==> config.mk <==
export PLATFORM = sky130hd
export DESIGN_NAME = gnf_ctrl
export DESIGN_NICKNAME = d
export VERILOG_FILES = /design/src/rtl/core/gnf_pkg.sv /design/src/rtl/core/gnf_ctrl.sv
export SDC_FILE = /design/constraint.sdc
export NUM_CORES = 1
export LEC_CHECK = 0
export CAP_MARGIN = 20
export CORE_AREA = 5 5 42 44
export DETAILED_ROUTE_END_ITERATION = 12
export DIE_AREA = 0 0 47 49
export DONT_BUFFER_PORTS = 1
export GPL_ROUTABILITY_DRIVEN = 0
export PLACE_DENSITY_LB_ADDON = 0.3
export SETUP_SLACK_MARGIN = 0.2
export SYNTH_ARGS = -nofsm -noshare
export SYNTH_HDL_FRONTEND = slang
export SYNTH_SLANG_ARGS = --single-unit
==> constraint.sdc <==
create_clock -name clock -period 2.2 [get_ports clock]
set_input_delay 0.44 -clock clock [delete_from_list [all_inputs] [get_ports clock]]
set_output_delay 0.44 -clock clock [all_outputs]
set_load 0.01 [all_outputs]
==> src/rtl/core/gnf_pkg.sv <==
// Shared package for the fractal gradient noise block: field widths, codes,
// the controller-to-datapath command and status structs and the gradient ROM.
// Depends on nothing; gnf_ctrl, gnf_datapath and the top level use it by scoped names.
`default_nettype none

package gnf_pkg;

   // Default parameter values.
   localparam int TABLE_SIZE_DEF  = 256;
   localparam int MAX_OCTAVES_DEF = 8;

   // Fixed field widths.
   localparam int COORD_W      = 16;
   localparam int FRAC_W       = 16;
   localparam int PERM_W       = 8;
   localparam int GRAD_W       = 16;
   localparam int CORNER_W     = 34;
   localparam int WEIGHT_W     = 17;
   localparam int OCT_CFG_W    = 4;
   localparam int FREQ_CFG_W   = 16;
   localparam int NOISE_OUT_W  = 16;
   localparam int BYTE_W       = 8;
   localparam int DEN_SHIFT    = 15;
   localparam int CSR_INDEX_W  = 1;
   localparam int CSR_DATA_W   = 16;

   // Command codes of the input channel.
   localparam logic CMD_LOAD = 1'b0;
   localparam logic CMD_EVAL = 1'b1;

   // Register indexes of the configuration port.
   localparam logic [CSR_INDEX_W-1:0] CSR_OCTAVE_COUNT   = 1'b0;
   localparam logic [CSR_INDEX_W-1:0] CSR_BASE_FREQUENCY = 1'b1;

   // Strobes from the controller, at most one high in any cycle.
   typedef struct packed {
      logic load_wr;
      logic start;
      logic pos;
      logic rd0;
      logic rd1;
      logic rd2;
      logic rd3;
      logic lerp1;
      logic lerp2;
      logic acc;
      logic div_init;
      logic div_step;
      logic out_load;
   } gnf_cmd_type;

   typedef struct packed {
      logic last_octave;
      logic div_last;
      logic rsp_busy;
   } gnf_status_type;

   typedef logic signed [GRAD_W-1:0] grad_rom_type [256];

   localparam longint unsigned PI_Q28 = 64'd843314857;

   // Taylor series divisors: (2n-1)(2n) for the cosine terms and (2n)(2n+1)
   // for the sine terms, n = 1 to 14.
   localparam longint unsigned COS_DIV [14] = '{
      64'd2, 64'd12, 64'd30, 64'd56, 64'd90, 64'd132, 64'd182,
      64'd240, 64'd306, 64'd380, 64'd462, 64'd552, 64'd650, 64'd756
   };
   localparam longint unsigned SIN_DIV [14] = '{
      64'd6, 64'd20, 64'd42, 64'd72, 64'd110, 64'd156, 64'd210,
      64'd272, 64'd342, 64'd420, 64'd506, 64'd600, 64'd702, 64'd812
   };

   // Gradient table in Q1.14, built at elaboration with an integer Taylor
   // series in Q28 and rounded half away from zero. sel_sin picks the sine.
   function automatic grad_rom_type build_grad_rom(input logic sel_sin);
      grad_rom_type     rom;
      longint unsigned  k;
      longint unsigned  a;
      longint unsigned  a2;
      longint unsigned  tc;
      longint unsigned  ts;
      longint           c;
      longint           s;
      longint           v;
      longint           r;
      for (int p = 0; p < 256; p++) begin
         k  = (p < 128) ? longint'(p) : longint'(255 - p);
         a  = (64'd2 * PI_Q28 * k) / 64'd255;
         a2 = (a * a) >> 28;
         tc = 64'd1 << 28;
         ts = a;
         c  = longint'(tc);
         s  = longint'(ts);
         for (int n = 1; n <= 14; n++) begin
            tc = ((tc * a2) >> 28) / COS_DIV[n - 1];
            ts = ((ts * a2) >> 28) / SIN_DIV[n - 1];
            if ((n % 2) == 1) begin
               c = c - longint'(tc);
               s = s - longint'(ts);
            end else begin
               c = c + longint'(tc);
               s = s + longint'(ts);
            end
         end
         if (p >= 128) begin
            s = -s;
         end
         v = sel_sin ? s : c;
         if (v >= 0) begin
            r = (v + 8192) >>> 14;
         end else begin
            r = -((-v + 8192) >>> 14);
         end
         rom[p] = GRAD_W'(r);
      end
      return rom;
   endfunction

   localparam grad_rom_type GRAD_COS = build_grad_rom(1'b0);
   localparam grad_rom_type GRAD_SIN = build_grad_rom(1'b1);

endpackage

`default_nettype wire

==> src/rtl/core/gnf_ctrl.sv <==
// Sequencer for the fractal noise block: walks each octave through its steps,
// then the divider, then hands the result to the output register.
// Depends on gnf_pkg.
`default_nettype none

module gnf_ctrl (
   input  wire logic                   clock,
   input  wire logic                   reset,
   input  wire logic                   req_valid,
   input  wire logic                   req_command,
   output logic                        req_ready,
   input  wire gnf_pkg::gnf_status_type status,
   output gnf_pkg::gnf_cmd_type        cmd
);

   typedef enum logic [3:0] {
      ST_IDLE, ST_POS, ST_RD0, ST_RD1, ST_RD2, ST_RD3,
      ST_LERP1, ST_LERP2, ST_ACC, ST_DIV_INIT, ST_DIV, ST_DONE
   } state_type;

   state_type state_ff;
   state_type state_in;

   always_comb begin
      state_in  = state_ff;
      cmd       = '0;
      req_ready = 1'b0;
      case (state_ff)
         ST_IDLE: begin
            req_ready = 1'b1;
            if (req_valid) begin
               if (req_command == gnf_pkg::CMD_EVAL) begin
                  cmd.start = 1'b1;
                  state_in  = ST_POS;
               end else begin
                  cmd.load_wr = 1'b1;
               end
            end
         end
         ST_POS: begin
            cmd.pos  = 1'b1;
            state_in = ST_RD0;
         end
         ST_RD0: begin
            cmd.rd0  = 1'b1;
            state_in = ST_RD1;
         end
         ST_RD1: begin
            cmd.rd1  = 1'b1;
            state_in = ST_RD2;
         end
         ST_RD2: begin
            cmd.rd2  = 1'b1;
            state_in = ST_RD3;
         end
         ST_RD3: begin
            cmd.rd3  = 1'b1;
            state_in = ST_LERP1;
         end
         ST_LERP1: begin
            cmd.lerp1 = 1'b1;
            state_in  = ST_LERP2;
         end
         ST_LERP2: begin
            cmd.lerp2 = 1'b1;
            state_in  = ST_ACC;
         end
         ST_ACC: begin
            cmd.acc  = 1'b1;
            state_in = status.last_octave ? ST_DIV_INIT : ST_POS;
         end
         ST_DIV_INIT: begin
            cmd.div_init = 1'b1;
            state_in     = ST_DIV;
         end
         ST_DIV: begin
            cmd.div_step = 1'b1;
            if (status.div_last) begin
               state_in = ST_DONE;
            end
         end
         ST_DONE: begin
            if (!status.rsp_busy) begin
               cmd.out_load = 1'b1;
               state_in     = ST_IDLE;
            end
         end
         default: begin
            state_in = ST_IDLE;
         end
      endcase
   end

   always_ff @(posedge clock) begin
      if (reset) begin
         state_ff <= ST_IDLE;
      end else begin
         state_ff <= state_in;
      end
   end

endmodule

`default_nettype wire

# Word level (Yosys, flattened, before mapping)
# Cells that the tools add are included.
[word_totals] in_bits=7 wordCells=41 register_bits=4 out_inout_bits=14
[classes] reduce_logical=2 muxes=23 eq_ne=15
[op_table] cell="$pmux W4 S12" count=1
[op_table] cell="$mux W4" count=5
[op_table] cell="$eq A4 B3 Y1 const B" count=4
[op_table] cell="$eq A4 B4 Y1 const B" count=4
[op_table] cell="$mux W1" count=15
[op_table] cell="$eq A4 B2 Y1 const B" count=2
[op_table] cell="$ne A2 B2 Y1 const B" count=4
[op_table] cell="$eq A4 B1 Y1 const B" count=1
[op_table] cell="$logic_not A4 Y1" count=1
[op_table] cell="$mux W2" count=2
[op_table] cell="$reduce_and A4 Y1" count=1

# Logic depth before layout (Yosys ltp)
[depth] ltp_word=3 ltp_mapped=4

# Least setup slack after synthesis
# Ideal clock, no wire load.
[synth_timing] path_kind="register -> output" start="reg state_ff[0]" end="out cmd[12] (netlist name)" path_slack_ps=704 path_stages_with_launch=5 t_arrival_ps=1056 required_time_ps=1760 path_cell_list="dfxtp_1 buf_2 nor4_2 nand2_1 nor2_1"
[synth_lines] element="start, declared" line_no="gnf_ctrl.sv:21" source="state_type state_ff;"
[synth_lines] element="start signal, assigned" line_no="gnf_ctrl.sv:98" source="state_ff <= state_in;"
[synth_lines] element="end, declared" line_no="gnf_ctrl.sv:13" source="output gnf_pkg::gnf_cmd_type cmd"

==> summary.md <==
| Metric | Value |
|---|---|
| Status | `finished, final reports clean` |
| R2r startpoint | `state_ff[3]` |
| Die width | `47 um` |
| Top Registers | `state_ff: 4 flops` |
| # DRC | `0` |
| Synth cell types | `22` |
| Crit path max fanout | `15` |
| Port Buffers | `0` |
| Hold Crit Class | `in -> reg` |
| Max_cap viols | `0` |
| Crit path capture type | `output port` |
| Die Footprint | `0.00230 mm2` |
| WP data required | `1760 ps` |
| H-tree depth | `1` |
| Synth Net Count | `57` |
| Dpl hpwl | `643 um` |
| Largest reg by FF count | `state_ff` |
| Multi-input gate area | `260 um2` |
| Layout cells sized above 1 | `12.0%` |
| Clock sinks | `4` |
| Synth area leader | `dfxtp_1` |
| Grt met3 use | `between 1.5 and 2%` |
| DRT iter0 DRCs | `8` |
| Syn. warnings | `0` |
| Worst path slowest cell | `dfxtp_1` |
| Critical-path cell list | `nand2b_1, nor3_1` |
| GRT met2 Usage | `10.6%` |
| Vias per Instance | `between 5 and 6` |
| Max Clock Skew | `2.40 ps` |
| HP Start | `reset` |
| Routed Antenna Nets | `0` |
| Slew margin rel. | `around 65%` |
| Root Driver | `clkbuf_4` |
| Vias in the first global route | `285` |
| GR Util met1 | `9.67%` |
| Worst-margin pin slew | `519 ps` |
| Ant. Diodes | `0` |
| Worst skew pair latency | `~230 ps` |
| Synth top area cells | `dfxtp_1, nor3_1, nor2_1, nand2b_1, buf_2` |
| Clock-pin slew on the worst setup and hold paths | `40 ps` |
| FF+latch count, synth | `4` |
| Largest net degree at the start of global routing | `17` |
| DRT Pass-1 Iters | `4` |
| Initial Util | `25.4%` |
| Fmax | `between 0.5 and 0.6 GHz` |
| Commonest non-fill, non-tap cell in the layout | `nor3_1` |
| Number of buffers created by CTS | `3` |
| Final Core Density | `between 20% and 30%` |
| WS Path Type | `reg -> out` |
| Critical Path Max Stage Delay | `630 ps` |
| Max reg flops | `4` |
| GRT overflow | `0` |
| Share of the synthesized area in the top cell type | `22.5%` |
| First-pass GRT wire length | `1310 um` |
| Setup violators final | `0` |
| CP Launch Type | `flop` |
| Final wirelength | `approximately 870 um` |
| Mapped Cells | `50` |
| GR peak layer | `met2` |
| Power Density | `561 mW/mm2` |
| DIE HEIGHT | `49 um` |
| Seq/Total Area, Yosys | `about 23%` |
| RSZ-0062 raised after global routing | `no` |
| CP Data Arrival Time | `1400 ps` |
| Drt wl/cell | `13.2 um` |
| Minimum clock period | `1840 ps` |
| CTS tree | `done` |
| Delay-heaviest family, CP | `flip-flops` |
| Number of antenna violations at the first check in global routing | `0` |
| Hold Buf Count CTS | `0` |
| Setup TNS Final | `0 ps` |
| Worst path bufs/invs | `0` |
| Post-Synthesis Cell Area | `~360 um2` |
| Fin crit share | `83.5%` |
| Commonest cells after routing, fill and taps aside | `nor3_1, nor2_1, nand2b_1, nand2_1, dfxtp_1` |
| Pleak | `0.140 nW` |
| DR vias | `342` |
| Gr usage total | `~8%` |
| Worst vdd ir | `0.208 mV` |
| Max-slew violation count | `0` |
| Total power | `0.000221 W` |
| Total Nets Final | `59` |
| FILL cells | `163` |
| Critical path startpoint | `state_ff[0]` |
| Rows | `14` |
| Syn Area/Cell | `~7.1 um2` |
| Total core area | `0.00140 mm2` |
| Register Area | `approximately 80 um2` |
| I/O pins | `21` |
| Area delta synth->final | `10.9%` |
| Longest Clk Path Bufs | `2` |
| Final Hold Viols | `0` |
-- layout make-up --
type	count	share of cell area, %
Multi-Input combinational cell	41	66.0
Clock buffer	3	5.71
Sequential cell	4	20.3
Tap cell	16	5.08
Timing Repair Buffer	1	1.90
Inverter	1	0.952
-- per-layer routing --
metal	routed length [um]	up-vias
li1	-	183
met1	383	145
met2	397	10
met3	68	4
met4	24	0
met5	0	-
-- per-stage QoR --
step           hold WS (ps)  instances  cell area (um2)  worst slack (ps)
2_1_floorplan           512         50              355               704
3_3_place_gp            515         63              363               550
3_5_place_dp            516         63              363               523
4_1_cts                 267         66              385               268
5_1_grt                 262         66              394               243
6_report                273         66              394               363
-- kinds of logic (layout without fill, tap and decap cells) --
group,count (synthesis),count (layout),synth area share (%)
and+or+nand+nor,32,32,50.0
DFF,4,4,22.5
xor gates and xnor gates,1,1,2.47
AOI/OAI and AO/OA,8,8,18.3
buffers and inverters,5,5,6.69
-- Yosys cell counts --
cell type	instances
nor3_1	9
nor2_1	7
buf_2	4
dfxtp_1	4
nand2_1	4
nand2b_1	4
a21oi_1	2
nor2b_1	2
a2111o_1	1
a2111oi_2	1
a32o_1	1
a32oi_1	1
and3_1	1
and4b_1	1
inv_1	1
nand3b_1	1
nor4_2	1
nor4b_1	1
o21ai_0	1
o21ai_1	1
or3b_1	1
xor2_1	1
-- worst paths after layout --
path	endpoint	slack [ps]	cells after the start
worst max register to register	state_ff[0]	900	4
worst max-delay path	cmd[10]	360	2
worst min register to register	state_ff[2]	700	2
worst min-delay path	state_ff[0]	270	1
-- worst register-to-register path, cell delays in order (launching register included) --
cell and delay [ps]:
dfxtp_1 320, buf_4 190, a2111o_1 390, a32oi_1 230, nor2_1 60
-- repair_timing --
action	CTS	global route
resized for setup	0	1
hold endpoints to repair	0	0
setup buffers	0	0
endpoints found under the setup margin	0	2
-- power by group --
group	internal (W)	total, W	switching, W
Combinational	0.0000177	0.0000384	0.0000207
Clock	0.0000609	0.0000898	0.0000289
Sequential	0.0000769	0.0000928	0.0000159
No activity file was read; power rests on OpenSTA's default activity.
